$ cat src/rtl/core/sfrcd_pkg.sv
`default_nettype none
// ----------------------------------------------------------------------------
// sfrcd_pkg
// Shared types and constants for the sync frame receiver and command decoder.
// ----------------------------------------------------------------------------
package sfrcd_pkg;

    localparam logic [7:0] HDR0      = 8'h8A;
    localparam logic [7:0] HDR1      = 8'h8B;
    localparam logic [7:0] HDR2      = 8'h1C;
    localparam logic [7:0] OP_CAL3   = 8'hAA;
    localparam logic [7:0] OP_CAL4   = 8'hA3;
    localparam logic [7:0] OP_READ   = 8'hAD;
    localparam logic [7:0] OP_LOAD   = 8'hAE;
    localparam logic [7:0] START_RST = 8'h8A;

    localparam int GAIN_BASE = 4;
    localparam int GAIN_COUNT = 9;
    localparam logic [3:0] GAIN_LAST = 4'(GAIN_COUNT - 1);

    localparam logic [1:0] CMD_INVALID   = 2'd0;
    localparam logic [1:0] CMD_CALIBRATE = 2'd1;
    localparam logic [1:0] CMD_READ_GAIN = 2'd2;
    localparam logic [1:0] CMD_UPLOAD    = 2'd3;

    localparam int OUT_DATA_W = 24;

    typedef struct packed {
        logic wr_byte;
        logic rd_hi;
        logic rd_lo;
        logic emit_one;
        logic emit_gain;
        logic gain_clr;
        logic gain_inc;
    } sfrcd_cmd_t;

    typedef struct packed {
        logic frame_done;
        logic is_upload;
        logic out_free;
        logic last_gain;
    } sfrcd_sts_t;

endpackage
`default_nettype wire

$ cat src/rtl/core/sfrcd_ram.sv
`default_nettype none
// ----------------------------------------------------------------------------
// sfrcd_ram
// Generic simple dual-port RAM, one write port, one registered read port.
// ----------------------------------------------------------------------------
module sfrcd_ram #(
    parameter int WIDTH = 8,
    parameter int DEPTH = 32,
    localparam int AW = $clog2(DEPTH)
) (
    input  wire logic             clk,
    input  wire logic             wr_en,
    input  wire logic [AW-1:0]    wr_addr,
    input  wire logic [WIDTH-1:0] wr_data,
    input  wire logic             rd_en,
    input  wire logic [AW-1:0]    rd_addr,
    output logic      [WIDTH-1:0] rd_data
);

    logic [WIDTH-1:0] mem [DEPTH];

    always_ff @(posedge clk)
    begin
        if (wr_en)
        begin
            mem[wr_addr] <= wr_data;
        end
        if (rd_en)
        begin
            rd_data <= mem[rd_addr];
        end
    end

endmodule
`default_nettype wire

$ cat src/rtl/core/sfrcd_ctrl.sv
`default_nettype none
// ----------------------------------------------------------------------------
// sfrcd_ctrl
// Controller: takes bytes, then sequences decode and gain word readout.
// ----------------------------------------------------------------------------
module sfrcd_ctrl
    import sfrcd_pkg::*;
(
    input  wire logic       clk,
    input  wire logic       rst_n,
    input  wire logic       s_tvalid,
    output logic            s_tready,
    input  wire sfrcd_sts_t sts,
    output sfrcd_cmd_t      cmd
);

    localparam logic [2:0] ST_IDLE      = 3'd0;
    localparam logic [2:0] ST_CLASS     = 3'd1;
    localparam logic [2:0] ST_EMIT_ONE  = 3'd2;
    localparam logic [2:0] ST_RD_HI     = 3'd3;
    localparam logic [2:0] ST_RD_LO     = 3'd4;
    localparam logic [2:0] ST_EMIT_GAIN = 3'd5;

    logic [2:0] state_reg;
    logic [2:0] state_next;

    assign s_tready = (state_reg == ST_IDLE);

    always_comb
    begin
        state_next = state_reg;
        cmd        = '0;
        case (state_reg)
            ST_IDLE:
            begin
                cmd.wr_byte = s_tvalid;
                if (s_tvalid && sts.frame_done)
                begin
                    state_next = ST_CLASS;
                end
            end
            ST_CLASS:
            begin
                cmd.gain_clr = 1'b1;
                state_next   = sts.is_upload ? ST_RD_HI : ST_EMIT_ONE;
            end
            ST_EMIT_ONE:
            begin
                if (sts.out_free)
                begin
                    cmd.emit_one = 1'b1;
                    state_next   = ST_IDLE;
                end
            end
            ST_RD_HI:
            begin
                cmd.rd_hi  = 1'b1;
                state_next = ST_RD_LO;
            end
            ST_RD_LO:
            begin
                cmd.rd_lo  = 1'b1;
                state_next = ST_EMIT_GAIN;
            end
            ST_EMIT_GAIN:
            begin
                if (sts.out_free)
                begin
                    cmd.emit_gain = 1'b1;
                    if (sts.last_gain)
                    begin
                        state_next = ST_IDLE;
                    end
                    else
                    begin
                        cmd.gain_inc = 1'b1;
                        state_next   = ST_RD_HI;
                    end
                end
            end
            default:
            begin
                state_next = ST_IDLE;
            end
        endcase
    end

    always_ff @(posedge clk or negedge rst_n)
    begin
        if (!rst_n)
        begin
            state_reg <= ST_IDLE;
        end
        else
        begin
            state_reg <= state_next;
        end
    end

endmodule
`default_nettype wire

$ cat src/rtl/core/sfrcd_dp.sv
`default_nettype none
// ----------------------------------------------------------------------------
// sfrcd_dp
// Datapath: capture index, frame buffer, header decode, output register.
// ----------------------------------------------------------------------------
module sfrcd_dp
    import sfrcd_pkg::*;
#(
    parameter int FRAME_LEN = 32
) (
    input  wire logic                  clk,
    input  wire logic                  rst_n,
    input  wire logic [7:0]            rx_byte,
    input  wire logic                  cfg_we,
    input  wire logic [7:0]            cfg_data,
    input  wire sfrcd_cmd_t            cmd,
    output sfrcd_sts_t                 sts,
    input  wire logic                  m_tready,
    output logic                       m_tvalid,
    output logic [OUT_DATA_W-1:0]      m_tdata,
    output logic                       m_tlast
);

    localparam int AW = $clog2(FRAME_LEN);

    logic [7:0]    start_reg;
    logic [AW-1:0] widx_reg;
    logic [AW-1:0] widx_next;
    logic          capt_reg;
    logic          capt_next;
    logic          capture_on;
    logic          at_end;
    logic [7:0]    hdr_reg [5];
    logic [7:0]    hi_reg;
    logic [3:0]    gain_reg;
    logic [7:0]    rd_data;
    logic [AW-1:0] rd_addr;
    logic          out_valid_reg;
    logic [OUT_DATA_W-1:0] out_data_reg;
    logic          out_last_reg;
    logic [1:0]    class_cmd;
    logic          hdr_ok;

    assign capture_on = capt_reg || (rx_byte == start_reg);
    assign at_end     = (widx_reg == AW'(FRAME_LEN - 1));

    always_comb
    begin
        widx_next = widx_reg;
        capt_next = capt_reg;
        if (cmd.wr_byte && capture_on)
        begin
            widx_next = at_end ? '0 : widx_reg + 1'b1;
            capt_next = !at_end;
        end
    end

    always_ff @(posedge clk or negedge rst_n)
    begin
        if (!rst_n)
        begin
            start_reg <= START_RST;
            widx_reg  <= '0;
            capt_reg  <= 1'b0;
        end
        else
        begin
            if (cfg_we)
            begin
                start_reg <= cfg_data;
            end
            widx_reg <= widx_next;
            capt_reg <= capt_next;
        end
    end

    // hold header bytes as they arrive; latch the high gain byte on rd_lo
    always_ff @(posedge clk)
    begin
        for (int i = 0; i < 5; i++)
        begin
            if (cmd.wr_byte && capture_on && (widx_reg == AW'(i)))
            begin
                hdr_reg[i] <= rx_byte;
            end
        end
        if (cmd.rd_lo)
        begin
            hi_reg <= rd_data;
        end
    end

    assign hdr_ok = (hdr_reg[0] == HDR0) && (hdr_reg[1] == HDR1) && (hdr_reg[2] == HDR2);

    always_comb
    begin
        class_cmd = CMD_INVALID;
        if (hdr_ok)
        begin
            if ((hdr_reg[3] == OP_CAL3) && (hdr_reg[4] == OP_CAL4))
            begin
                class_cmd = CMD_CALIBRATE;
            end
            else if (hdr_reg[3] == OP_READ)
            begin
                class_cmd = CMD_READ_GAIN;
            end
            else if (hdr_reg[3] == OP_LOAD)
            begin
                class_cmd = CMD_UPLOAD;
            end
        end
    end

    assign rd_addr = AW'(GAIN_BASE) + AW'({gain_reg, cmd.rd_lo});

    sfrcd_ram #(
        .WIDTH (8),
        .DEPTH (FRAME_LEN)
    ) u_ram (
        .clk     (clk),
        .wr_en   (cmd.wr_byte && capture_on),
        .wr_addr (widx_reg),
        .wr_data (rx_byte),
        .rd_en   (cmd.rd_hi || cmd.rd_lo),
        .rd_addr (rd_addr),
        .rd_data (rd_data)
    );

    always_ff @(posedge clk or negedge rst_n)
    begin
        if (!rst_n)
        begin
            gain_reg      <= '0;
            out_valid_reg <= 1'b0;
        end
        else
        begin
            if (cmd.gain_clr)
            begin
                gain_reg <= '0;
            end
            else if (cmd.gain_inc)
            begin
                gain_reg <= gain_reg + 1'b1;
            end
            if (cmd.emit_one || cmd.emit_gain)
            begin
                out_valid_reg <= 1'b1;
            end
            else if (m_tready)
            begin
                out_valid_reg <= 1'b0;
            end
        end
    end

    always_ff @(posedge clk)
    begin
        if (cmd.emit_one)
        begin
            out_data_reg <= {2'b00, 16'h0000, 4'h0, class_cmd};
            out_last_reg <= 1'b1;
        end
        else if (cmd.emit_gain)
        begin
            out_data_reg <= {2'b00, hi_reg, rd_data, gain_reg, CMD_UPLOAD};
            out_last_reg <= (gain_reg == GAIN_LAST);
        end
    end

    assign sts.frame_done = capture_on && at_end;
    assign sts.is_upload  = (class_cmd == CMD_UPLOAD);
    assign sts.out_free   = !out_valid_reg || m_tready;
    assign sts.last_gain  = (gain_reg == GAIN_LAST);

    assign m_tvalid = out_valid_reg;
    assign m_tdata  = out_data_reg;
    assign m_tlast  = out_last_reg;

endmodule
`default_nettype wire

$ cat src/rtl/core/sync_frame_receiver_command_decoder_core.sv
`default_nettype none
// ----------------------------------------------------------------------------
// sync_frame_receiver_command_decoder_core
// Frame capture on a start byte, header decode and gain word readout.
// ----------------------------------------------------------------------------
// A byte equal to start_byte opens a frame of FRAME_LEN bytes, stored in a
// frame buffer. The byte that completes a frame is followed by decode: a
// classify state, then one result word (invalid, calibrate remote, read
// gains), or for an upload nine gain words, each read as two bytes through
// the single read port of the frame buffer (states RD_HI, RD_LO) and then
// emitted (state EMIT_GAIN).
// Output words wait in a register; a stalled output holds the next decode.
module sync_frame_receiver_command_decoder_core
    import sfrcd_pkg::*;
#(
    parameter int FRAME_LEN = 32
) (
    input  wire logic                  clk,
    input  wire logic                  rst_n,
    input  wire logic                  s_tvalid,
    output logic                       s_tready,
    input  wire logic [7:0]            s_tdata,   // [7:0] rx_byte
    output logic                       m_tvalid,
    input  wire logic                  m_tready,
    output logic [OUT_DATA_W-1:0]      m_tdata,   // [1:0] command, [5:2] gain_index,
                                                  // [21:6] gain_value, [23:22] zero
    output logic                       m_tlast,
    input  wire logic                  cfg_valid,
    output logic                       cfg_ready,
    input  wire logic [7:0]            cfg_data   // start_byte
);

    sfrcd_cmd_t cmd;
    sfrcd_sts_t sts;

    assign cfg_ready = 1'b1;

    sfrcd_ctrl u_ctrl (
        .clk      (clk),
        .rst_n    (rst_n),
        .s_tvalid (s_tvalid),
        .s_tready (s_tready),
        .sts      (sts),
        .cmd      (cmd)
    );

    sfrcd_dp #(
        .FRAME_LEN (FRAME_LEN)
    ) u_dp (
        .clk      (clk),
        .rst_n    (rst_n),
        .rx_byte  (s_tdata),
        .cfg_we   (cfg_valid),
        .cfg_data (cfg_data),
        .cmd      (cmd),
        .sts      (sts),
        .m_tready (m_tready),
        .m_tvalid (m_tvalid),
        .m_tdata  (m_tdata),
        .m_tlast  (m_tlast)
    );

endmodule
`default_nettype wire

$ cat config.mk
export PLATFORM = sky130hd
export DESIGN_NAME = sync_frame_receiver_command_decoder_core
export DESIGN_NICKNAME = d
export VERILOG_FILES = /design/src/rtl/core/sfrcd_pkg.sv /design/src/rtl/core/sfrcd_ram.sv /design/src/rtl/core/sfrcd_ctrl.sv /design/src/rtl/core/sfrcd_dp.sv /design/src/rtl/core/sync_frame_receiver_command_decoder_core.sv
export SDC_FILE = /design/constraint.sdc
export NUM_CORES = 1
export LEC_CHECK = 0
export BUFFER_PORTS_ARGS = -buffer_cell sky130_fd_sc_hd__buf_2
export CAP_MARGIN = 20
export CORE_UTILIZATION = 64
export CTS_CLUSTER_DIAMETER = 120
export DETAILED_ROUTE_END_ITERATION = 8
export GPL_TIMING_DRIVEN = 1
export PLACE_DENSITY = 0.82
export SYNTH_ARGS = -nofsm -noshare
export SYNTH_HDL_FRONTEND = slang
export SYNTH_SLANG_ARGS = --single-unit
$ cat constraint.sdc
create_clock -name clk -period 3.8 [get_ports clk]
set_input_delay 0.57 -clock clk [delete_from_list [all_inputs] [get_ports clk]]
set_output_delay 0.57 -clock clk [all_outputs]
set_load 0.1 [all_outputs]
==> summary.md, run 1 <==
| Metric | Value |
|---|---|
| Clock root cell | `clkbuf_16` |
| CTS Sinks | `357` |
| CP Launch Point | `u_dp.start_reg[4]$_DFFE_PN0P_` |
| Core Region | `21200 um^2` |
| R2R Setup Slk | `0.62 ns` |
| CTS Buffer Depth | `3` |
| Element type at the critical path start | `flop` |
| Worst-path clk slew | `0.06 ns` |
| RD Place Congestion | `0.924` |
| Rel. slew slack | `0.331` |
| Post-route setup slack | `0.619 ns` |
| Max-slew violations | `0` |
| Num rows | `53` |
| Synth Area in Compound Gates | `0.0424` |
| CTS tree | `built` |
| Post-synthesis mux area share | `0.0855` |
| Pre-CTS setup slack | `0.451 ns` |
| RR Endpoint | `u_dp.u_ram.mem[12][6]$_DFFE_PP_` |
| First-pass GRT wire length | `46400 um` |
| Asr flop ratio synth | `0.0616` |
| Clock Latency Late Sink | `0.52 ns` |
| Met2 Use GR | `0.456` |
| Worst hold slack | `0.0382 ns` |
| DIE AREA | `22300 um^2` |
| Stages on the worst setup path | `6` |
| Syn-to-layout area delta | `12.1%` |
| Drt first-iter violations | `944` |
| Routed Antenna Nets | `0` |
| Via/cell ratio | `6.58` |
| Max reg flops | `256` |
| Worst Reg2Reg Path Length in Cells | `6` |
| Outcome | `completed` |
| RSZ-0062 raised after global routing | `false` |
| Crit path max-delay family | `simple AND/OR/NAND/NOR gates` |
| Grt ovf | `0` |
| Cell Area, Synth | `13900 um^2` |
| Main synth FF type | `edfxtp_1` |
| IO Pins | `49` |
| Critical Path Fanout Max | `10` |
| Element type at the critical path end | `flop` |
| Reg area | `10400 um^2` |
| Final period util | `0.837` |
| Largest family of logic cells by synthesized area | `multiplexers` |
| Final WL | `31200 um` |
| Fin. Hold Viols | `0` |
| Final net count | `939` |
| Seq cells post-synth | `357` |
| Crit path kind | `reg2reg` |
| Synthesis Warnings | `0` |
| Die X | `149 um` |
| Initial antenna violation count | `0` |
| Mapped Cells | `834` |
| H-tree levels | `2` |
| Layout fillers | `1214` |
| Critical-path cell list | `xnor2_1, nand4_1, o21ai_1, buf_4, nand3_1, nor2_1` |
| Slowest stage delay, CP | `0.82 ns` |
| Number of synthesized flops with an enable pin | `314` |
| VDD IR max | `0.370 mV` |
| Num CTS Buffers | `35` |
| Critical R2R Launch | `u_dp.start_reg[4]$_DFFE_PN0P_` |
| Share of cells above drive strength 1 | `0.181` |
| Critical-path top delay cell | `nor2_1` |
| I/O Buffers | `45` |
| Initial core utilization | `0.655` |
| Met3 usage | `0.0523` |
| Largest net degree at the start of global routing | `46` |
| Synth Area in XOR/XNOR | `0.00884` |
| Post-CTS sizing | `0` |
| Min cycle time layout | `3.18 ns` |
| Crit path buffers/inverters | `1` |
| Crit path to | `u_dp.u_ram.mem[12][6]$_DFFE_PP_` |
| DR WL/cell | `25.8 um` |
| Worst slew pin tran | `1.00 ns` |
| DRC | `0` |
| Total GRT Usage | `0.293` |
| Post-CTS Setup Bufs | `0` |
| Layout Skew | `0.0222 ns` |
| Crit path DAT | `3.33 ns` |
| Highest Clock Rate | `0.314 GHz` |
| Hold Path Class | `in2async` |
| Leak | `0.00514 uW` |
| Hold-fix buffers, CTS | `0` |
| Register area share after synthesis | `0.750` |
| Mean post-synth cell area | `16.6 um^2` |
| Ant diodes | `0` |
| Endpoints failing setup | `0` |
| Setup TNS | `0 ns` |
| P per Cell Area | `672 nW/um^2` |
| Final HPWL DP | `18300 um` |
| Number of global-route vias before repair | `7795` |
| CP required | `3.95 ns` |
| DR vias | `7959` |
| Post-Synth Simple-Gate Area | `0.0815` |
| DR pass1 iterations | `5` |
| Die Y | `149 um` |
| Post-synthesis adder-cell area fraction | `0.00722` |
| Library cells used by synthesis | `55` |
| Multi-input logic area | `3140 um^2` |
| Global route hottest layer | `met2` |
| Grt met1 use | `0.394` |
| Max cap viols | `0` |
## report_power, final
group	total, uW	leakage (uW)	switching [uW]	internal, uW
sequential	4650	0.00326	147	4500
combinational	2340	0.00133	1620	719
clock	3460	0.000554	1400	2060
## area by class of cell
class,count,share of cell area
Sequential cell,357,0.669
Multi-Input combinational cell,430,0.202
Clock buffer,48,0.0621
Timing Repair Buffer,78,0.0304
Tap cell,275,0.0221
Clock inverter,14,0.0117
Inverter,8,0.00241
## placed cells by master (no fill, tap or decap), types with 21 or more instances in the layout
| cell type | count |
|---|---|
| mux2i_1 | 33 |
| buf_4 | 33 |
| clkbuf_16 | 36 |
| nor2_1 | 48 |
| dfxtp_1 | 21 |
| mux4_2 | 26 |
| a21oi_1 | 24 |
| nand2_1 | 120 |
| a32oi_1 | 32 |
| edfxtp_1 | 314 |
| buf_2 | 45 |
## layer usage
layer | share of wire | routed length [um] | vias up
met5 | 0 | 0 | -
met4 | 0.058 | 1810 | 0
met3 | 0.096 | 2990 | 110
met2 | 0.47 | 14700 | 547
met1 | 0.38 | 11700 | 3920
li1 | - | - | 3382
## per-stage QoR
| step | total power (uW) | utilization | instance area, um^2 | instances |
|---|---|---|---|---|
| floorplan | 6530 | - | 13900 | 835 |
| global placement | 6950 | 0.681 | 14400 | 1148 |
| detailed placement | 7010 | 0.681 | 14400 | 1148 |
| CTS | 10400 | 0.735 | 15500 | 1210 |
| global route | 10700 | 0.735 | 15500 | 1210 |
| finish | 10400 | 0.735 | 15500 | 1210 |
## worst register-to-register path: stages (launching register included)
cell	delay [ns]
dfrtp_1	0.38
xnor2_1	0.40
nand4_1	0.27
o21ai_1	0.19
buf_4	0.17
nand3_1	0.58
nor2_1	0.82
## synthesized netlist by cell type, drive strengths merged (3+ instances only)
master / number / area share
clkbuf: 19 / 0.0051
nor2: 48 / 0.013
nand2: 120 / 0.032
nand3: 17 / 0.0061
xor2: 4 / 0.0025
inv: 8 / 0.0027
mux2i: 33 / 0.024
nand2b: 4 / 0.0018
dfrtp: 19 / 0.034
or3: 4 / 0.0018
a32oi: 32 / 0.020
mux2: 10 / 0.0081
ha: 8 / 0.0072
o21ai: 3 / 0.0011
o22ai: 17 / 0.0077
dfstp: 3 / 0.0057
xnor2: 10 / 0.0063
mux4: 32 / 0.054
edfxtp: 314 / 0.68
a21oi: 24 / 0.0087
nor2b: 6 / 0.0027
nand4: 13 / 0.0059
dfxtp: 21 / 0.030
nor3: 10 / 0.0043
buf: 21 / 0.016
and4: 3 / 0.0019
nor4: 4 / 0.0018
## logic make-up (layout without fill, tap and decap cells)
family | Yosys count | count (layout)
buffers and inverters | 48 | 148
AND/OR/NAND/NOR | 246 | 246
AO/OA/AOI/OAI | 84 | 84
XOR/XNOR | 14 | 14
flip-flops | 357 | 357
multiplexers | 75 | 75
adder cells (fa/ha/maj) | 8 | 8
other | 2 | 3
## worst min-delay path by stage
| stage | startpoint | endpoint | slack (ns) | depth (start not counted) |
|---|---|---|---|---|
| 6_report | rst_n | u_dp.start_reg[4]$_DFFE_PN0P_ | 0.04 | 1 |
| 5_1_grt | rst_n | u_dp.widx_reg[2]$_DFFE_PN0P_ | 0.08 | 1 |
| 4_1_cts | rst_n | u_dp.start_reg[4]$_DFFE_PN0P_ | 0.05 | 1 |
| 3_5_place_dp | u_dp.u_ram.rd_data[3]$_DFFE_PP_ | u_dp.hi_reg[3]$_DFFE_PP_ | 0.44 | 0 |
| 3_3_place_gp | u_dp.m_tdata[2]$_SDFFE_PP0P_ | u_dp.m_tdata[2]$_SDFFE_PP0P_ | 0.44 | 2 |
| 2_1_floorplan | rst_n | u_ctrl.state_reg[0]$_DFFE_PN0P_ | 0.27 | 0 |
(Power assumes the default switching activity.)
==> run 2, diff against run 1 <==
Settings changed: ABC_AREA from default to 1, CORE_UTILIZATION 64 to 56, PLACE_DENSITY 0.82 to 0.76.
Clock period 3.8 ns to 2.8 ns, I/O delays scaled along.
==> summary.md, run 2 <==
| Metric | Value |
|---|---|
| Layout Skew | `0.0111 ns` |
| Drt first-iter violations | `1005` |
| Max-slew violations | `0` |
| I/O Buffers | `45` |
| Total GRT Usage | `0.256` |
| Num rows | `59` |
| RD Place Congestion | `0.879` |
| Routed Antenna Nets | `0` |
| Asr flop ratio synth | `0.0616` |
| Register area share after synthesis | `0.704` |
| Top-area cell type share of the netlist area | `0.638` |
| Worst slew pin tran | `0.783 ns` |
| Worst Min Path Start | `cfg_data[6]` |
| Critical R2R Launch | `u_ctrl.state_reg[1]$_DFFE_PN0P_` |
| RR Endpoint | `u_dp.u_ram.rd_data[7]$_DFFE_PP_` |
| First-pass GRT wire length | `51100 um` |
| Ant diodes | `0` |
| Crit path DAT | `2.72 ns` |
| Final period util | `0.877` |
| Max reg flops | `256` |
| CP required | `3.06 ns` |
| Rel. slew slack | `0.478` |
| Outcome | `completed` |
| Clock Latency Late Sink | `0.51 ns` |
| Max cap viols | `0` |
| R2R Setup Slk | `0.35 ns` |
| Final HPWL DP | `20400 um` |
| Slowest stage delay, CP | `0.44 ns` |
| Worst hold slack | `0.155 ns` |
| Critical-path cell list | `nor2_2, nand2_8, inv_2, buf_4, nand2_1, nand3_1, nand3_1, nand3_1, nand2_1, nand2_1, nand2_1` |
| Critical-path top delay cell | `dfrtp_1` |
| Critical Path Fanout Max | `59` |
| Share of cells above drive strength 1 | `0.132` |
| DR WL/cell | `19.3 um` |
| Count leader, synth | `nand2_1` |
| Commonest cells in the netlist | `nand2_1, edfxtp_1, inv_1` |
| CTS tree | `built` |
| Largest net degree at the start of global routing | `67` |
| CTS Sinks | `357` |
| Core Region | `26000 um^2` |
| Mapped Cells | `1299` |
| Crit path max-delay family | `simple AND/OR/NAND/NOR gates` |
| P per Cell Area | `859 nW/um^2` |
| Yosys top cell by area | `edfxtp_1` |
| Hold Path Cell Cnt | `2` |
| Library cells used by synthesis | `34` |
| Mean post-synth cell area | `11.4 um^2` |
| Seq cells post-synth | `357` |
| Initial antenna violation count | `1` |
| Highest Clock Rate | `0.407 GHz` |
| Grt ovf | `0` |
| Most common cell after layout, fill and taps aside | `nand2_1` |
| Initial core utilization | `0.569` |
| DRC | `0` |
| Synth top area cells | `edfxtp_1, nand2_1, nand3_1` |
| Leak | `0.00664 uW` |
| Via/cell ratio | `5.58` |
| CTS Buffer Depth | `3` |
| Number of global-route vias before repair | `9179` |
| Worst Reg2Reg Path Length in Cells | `11` |
| Commonest non-fill, non-tap cells in the layout | `nand2_1, edfxtp_1, inv_1` |
| Endpoints failing setup | `0` |
| Syn-to-layout area delta | `13.2%` |
| Hold Path Class | `in2reg` |
| Worst-path clk slew | `0.06 ns` |
| DIE AREA | `27000 um^2` |
| Final WL | `33500 um` |
| Min cycle time layout | `2.45 ns` |
| Post-CTS sizing | `0` |
| Crit path buffers/inverters | `2` |
| H-tree levels | `2` |
| Number of synthesized flops with an enable pin | `314` |
| Clock root cell | `clkbuf_16` |
| Layout fillers | `1911` |
| Die Y | `164 um` |
| Synthesis Warnings | `0` |
| Cell Area, Synth | `14800 um^2` |
| Cell mode on critical path | `nand2_1` |
| Element type at the critical path end | `flop` |
| DR pass1 iterations | `5` |
| IO Pins | `49` |
| VDD IR max | `1.13 mV` |
| Main synth FF type | `edfxtp_1` |
| Fin. Hold Viols | `0` |
| RSZ-0062 raised after global routing | `false` |
| Setup TNS | `0 ns` |
| Element type at the critical path start | `flop` |
| Hold worst-path end | `u_dp.start_reg[6]$_DFFE_PN0P_` |
| Overall Power | `14400 uW` |
| Crit path kind | `reg2reg` |
| DR vias | `9701` |
| Num CTS Buffers | `36` |
| Die X | `164 um` |
| Final net count | `1407` |
[run 2: logic make-up after synthesis]
group	share of synthesized area
XOR/XNOR	0.00593
multiplexers	0.00610
flip-flops	0.704
other	0.000508
buffers and inverters	0.0580
adder cells (fa/ha/maj)	0.00677
AND/OR/NAND/NOR	0.168
AO/OA/AOI/OAI	0.0510
[run 2: layout make-up]
class / count / area (um^2) / area share
sequential: 357 / 10400 / 0.622
tap: 335 / 419 / 0.0251
timing repair buffer: 108 / 738 / 0.0441
inverter: 134 / 503 / 0.0301
clock buffer: 47 / 993 / 0.0594
multi-input combinational: 741 / 3540 / 0.211
clock inverter: 17 / 138 / 0.00823
[run 2: per-stage QoR]
step,worst slack [ns],std cells,instance area (um^2),util
after floorplan,0.549,1300,14800,-
after global placement,0.447,1674,15600,0.600
after global routing,0.222,1739,16700,0.644
after CTS,0.397,1739,16700,0.644
final,0.345,1739,16700,0.644
after detailed placement,0.439,1674,15600,0.600
[run 2: report_power, final]
part	internal, uW	switching [uW]
Combinational	728	2740
Sequential	6140	205
Clock	2690	1880
[run 2: layer usage]
layer	global-route usage	wire length (um)
met5	0	0
met4	0.0926	1070
met3	0.0432	2710
met2	0.431	16400
met1	0.337	13400
[run 2: worst max path at each step]
stage	startpoint	end	slack [ns]	cells after the start
after floorplan	u_ctrl.state_reg[1]$_DFFE_PN0P_	s_tready	0.55	3
after global routing	u_ctrl.state_reg[1]$_DFFE_PN0P_	u_dp.u_ram.rd_data[1]$_DFFE_PP_	0.22	9
after global placement	s_tdata[4]	u_dp.u_ram.mem[8][3]$_DFFE_PP_	0.45	10
after CTS	u_ctrl.state_reg[1]$_DFFE_PN0P_	u_dp.u_ram.rd_data[7]$_DFFE_PP_	0.40	11
final	u_ctrl.state_reg[1]$_DFFE_PN0P_	u_dp.u_ram.rd_data[7]$_DFFE_PP_	0.35	11
after detailed placement	s_tdata[4]	u_dp.u_ram.mem[17][5]$_DFFE_PP_	0.44	10
[run 2: timing repair]
item | CTS | global route
hold buffers | 1 | 0
endpoints found under the hold margin | 19 | 0
setup endpoints to repair | 0 | 0
setup buffers | 0 | 0
[run 2: worst reg2reg max path, stage by stage, from the launching register on]
cell and delay, ns:
dfrtp_1 0.44, nor2_2 0.27, nand2_8 0.27, inv_2 0.22, buf_4 0.27, nand2_1 0.10
nand3_1 0.11, nand3_1 0.14, nand3_1 0.14, nand2_1 0.08, nand2_1 0.12, nand2_1 0.07
==> run 3, diff against run 2 <==
Settings changed: CTS_BUF_LIST from default to sky130_fd_sc_hd__clkbuf_16.
==> summary.md, run 3 (synthesis results as in run 2) <==
| Metric | Value |
|---|---|
| H-tree levels | `2` |
| DR WL/cell | `19.3 um` |
| Commonest non-fill, non-tap cells in the layout | `nand2_1, edfxtp_1, inv_1` |
| RD Place Congestion | `0.879` |
| Core Util, Final | `0.643` |
| Crit path DAT | `2.73 ns` |
| Die X | `164 um` |
| Setup TNS | `0 ns` |
| Leak | `0.00665 uW` |
| I/O Buffers | `45` |
| RSZ-0062 raised after global routing | `false` |
| Outcome | `completed` |
| Worst slew pin tran | `0.781 ns` |
| Placed cell area | `15600 um^2` |
| DR pass1 iterations | `5` |
| Core Region | `26000 um^2` |
| Num rows | `59` |
| Max reg flops | `256` |
| Critical Path Fanout Max | `59` |
| Critical-path top delay cell | `dfrtp_1` |
| CTS Buffer Depth | `3` |
| DR vias | `9613` |
| Final HPWL DP | `20400 um` |
| Endpoints failing setup | `0` |
| First-pass GRT wire length | `51100 um` |
| P per Cell Area | `854 nW/um^2` |
| Rel. slew slack | `0.479` |
| Crit path max-delay family | `simple AND/OR/NAND/NOR gates` |
| Crit path kind | `reg2reg` |
| Die Y | `164 um` |
| VDD IR max | `1.13 mV` |
| Clk network pwr share | `0.312` |
| Fin. Hold Viols | `0` |
| Element type at the critical path start | `flop` |
| Final net count | `1407` |
| Syn-to-layout area delta | `13.0%` |
| Initial antenna violation count | `1` |
| Combinational share of power | `0.243` |
| Cell mode on critical path | `nand2_1` |
| Total GRT Usage | `0.256` |
| Share of cells above drive strength 1 | `0.130` |
| Most common cell after layout, fill and taps aside | `nand2_1` |
| DIE AREA | `27000 um^2` |
| Crit path buffers/inverters | `2` |
| Psw | `4810 uW` |
| Slowest stage delay, CP | `0.44 ns` |
| Highest Clock Rate | `0.405 GHz` |
| Grt ovf | `0` |
| Sw frac | `0.337` |
| Final period util | `0.881` |
| Fin area | `16700 um^2` |
| IO Pins | `49` |
| Number of global-route vias before repair | `9175` |
| Initial core utilization | `0.569` |
| Num CTS Buffers | `36` |
| Clock root cell | `clkbuf_16` |
| CTS Sinks | `357` |
| CTS tree | `built` |
| Routed Antenna Nets | `0` |
| Final WL | `33500 um` |
| Ant diodes | `0` |
| Via/cell ratio | `5.53` |
| Clock Latency Late Sink | `0.51 ns` |
| Element type at the critical path end | `flop` |
| Max cap viols | `0` |
| Hold Path Class | `in2reg` |
| Seq pwr share | `0.445` |
| Max-slew violations | `0` |
| Cell Int Power | `9450 uW` |
| Worst-path clk slew | `0.06 ns` |
| Largest net degree at the start of global routing | `67` |
| Critical-path cell list | `nor2_2, nand2_8, inv_2, buf_4, nand2_1, nand3_1, nand3_1, nand3_1, nand2_1, nand2_1, nand2_1` |
| CP required | `3.06 ns` |
| Layout Skew | `0.0106 ns` |
| Drt first-iter violations | `1013` |
| Min cycle time layout | `2.47 ns` |
| DRC | `0` |
-- run 3: what timing repair did --
item | 4_1_cts | 5_1_grt
endpoints found under the hold margin | 19 | 0
hold buffers | 1 | 0
resized for setup | 0 | 0
buffers inserted | 0 | 0
-- run 3: worst paths after layout --
path,slack [ns],start,cells after the start,end
worst max register to register,0.33,u_ctrl.state_reg[1]$_DFFE_PN0P_,11,u_dp.u_ram.rd_data[7]$_DFFE_PP_
worst max-delay path,0.33,u_ctrl.state_reg[1]$_DFFE_PN0P_,11,u_dp.u_ram.rd_data[7]$_DFFE_PP_
worst min register to register,0.46,u_dp.u_ram.rd_data[7]$_DFFE_PP_,0,u_dp.hi_reg[7]$_DFFE_PP_
max in group asynchronous,1.99,rst_n,2,u_dp.gain_reg[0]$_DFFE_PN0P_
min in group asynchronous,0.42,rst_n,2,u_dp.start_reg[2]$_DFFE_PN0P_
worst min-delay path,0.15,cfg_data[6],2,u_dp.start_reg[6]$_DFFE_PN0P_
-- run 3: through the flow --
| step | hold slack (ns) | total power [uW] | setup slack [ns] | cells |
|---|---|---|---|---|
| after floorplan | 0.124 | 9010 | 0.549 | 1300 |
| after global placement | 0.413 | 9840 | 0.447 | 1674 |
| after detailed placement | 0.420 | 9890 | 0.439 | 1674 |
| after CTS | 0.143 | 14300 | 0.399 | 1739 |
| after global routing | 0.152 | 14800 | 0.220 | 1739 |
| final | 0.153 | 14300 | 0.332 | 1739 |
-- run 3: area by class of cell --
class / instances / area (um^2)
fill: 1919 / 9280
multi-input combinational: 741 / 3540
clock buffer: 37 / 926
tap: 335 / 419
inverter: 134 / 503
timing repair buffer: 108 / 738
sequential: 357 / 10400
clock inverter: 27 / 175
-- run 3: routing by layer --
layer,GRT usage,vias up,wire length (um)
li1,-,4589,-
met1,0.341,4504,13500
met2,0.432,448,16500
met3,0.0402,72,2610
met4,0.0872,0,956
met5,0,-,0
-- run 3: power by group through the flow --
stage	Combinational (uW)	Sequential (uW)	Clock, uW
3_5_place_dp	3440	6460	0
3_3_place_gp	3400	6440	0
5_1_grt	3720	6390	4690
2_1_floorplan	1590	7410	0
6_report	3460	6350	4450
4_1_cts	3450	6350	4500
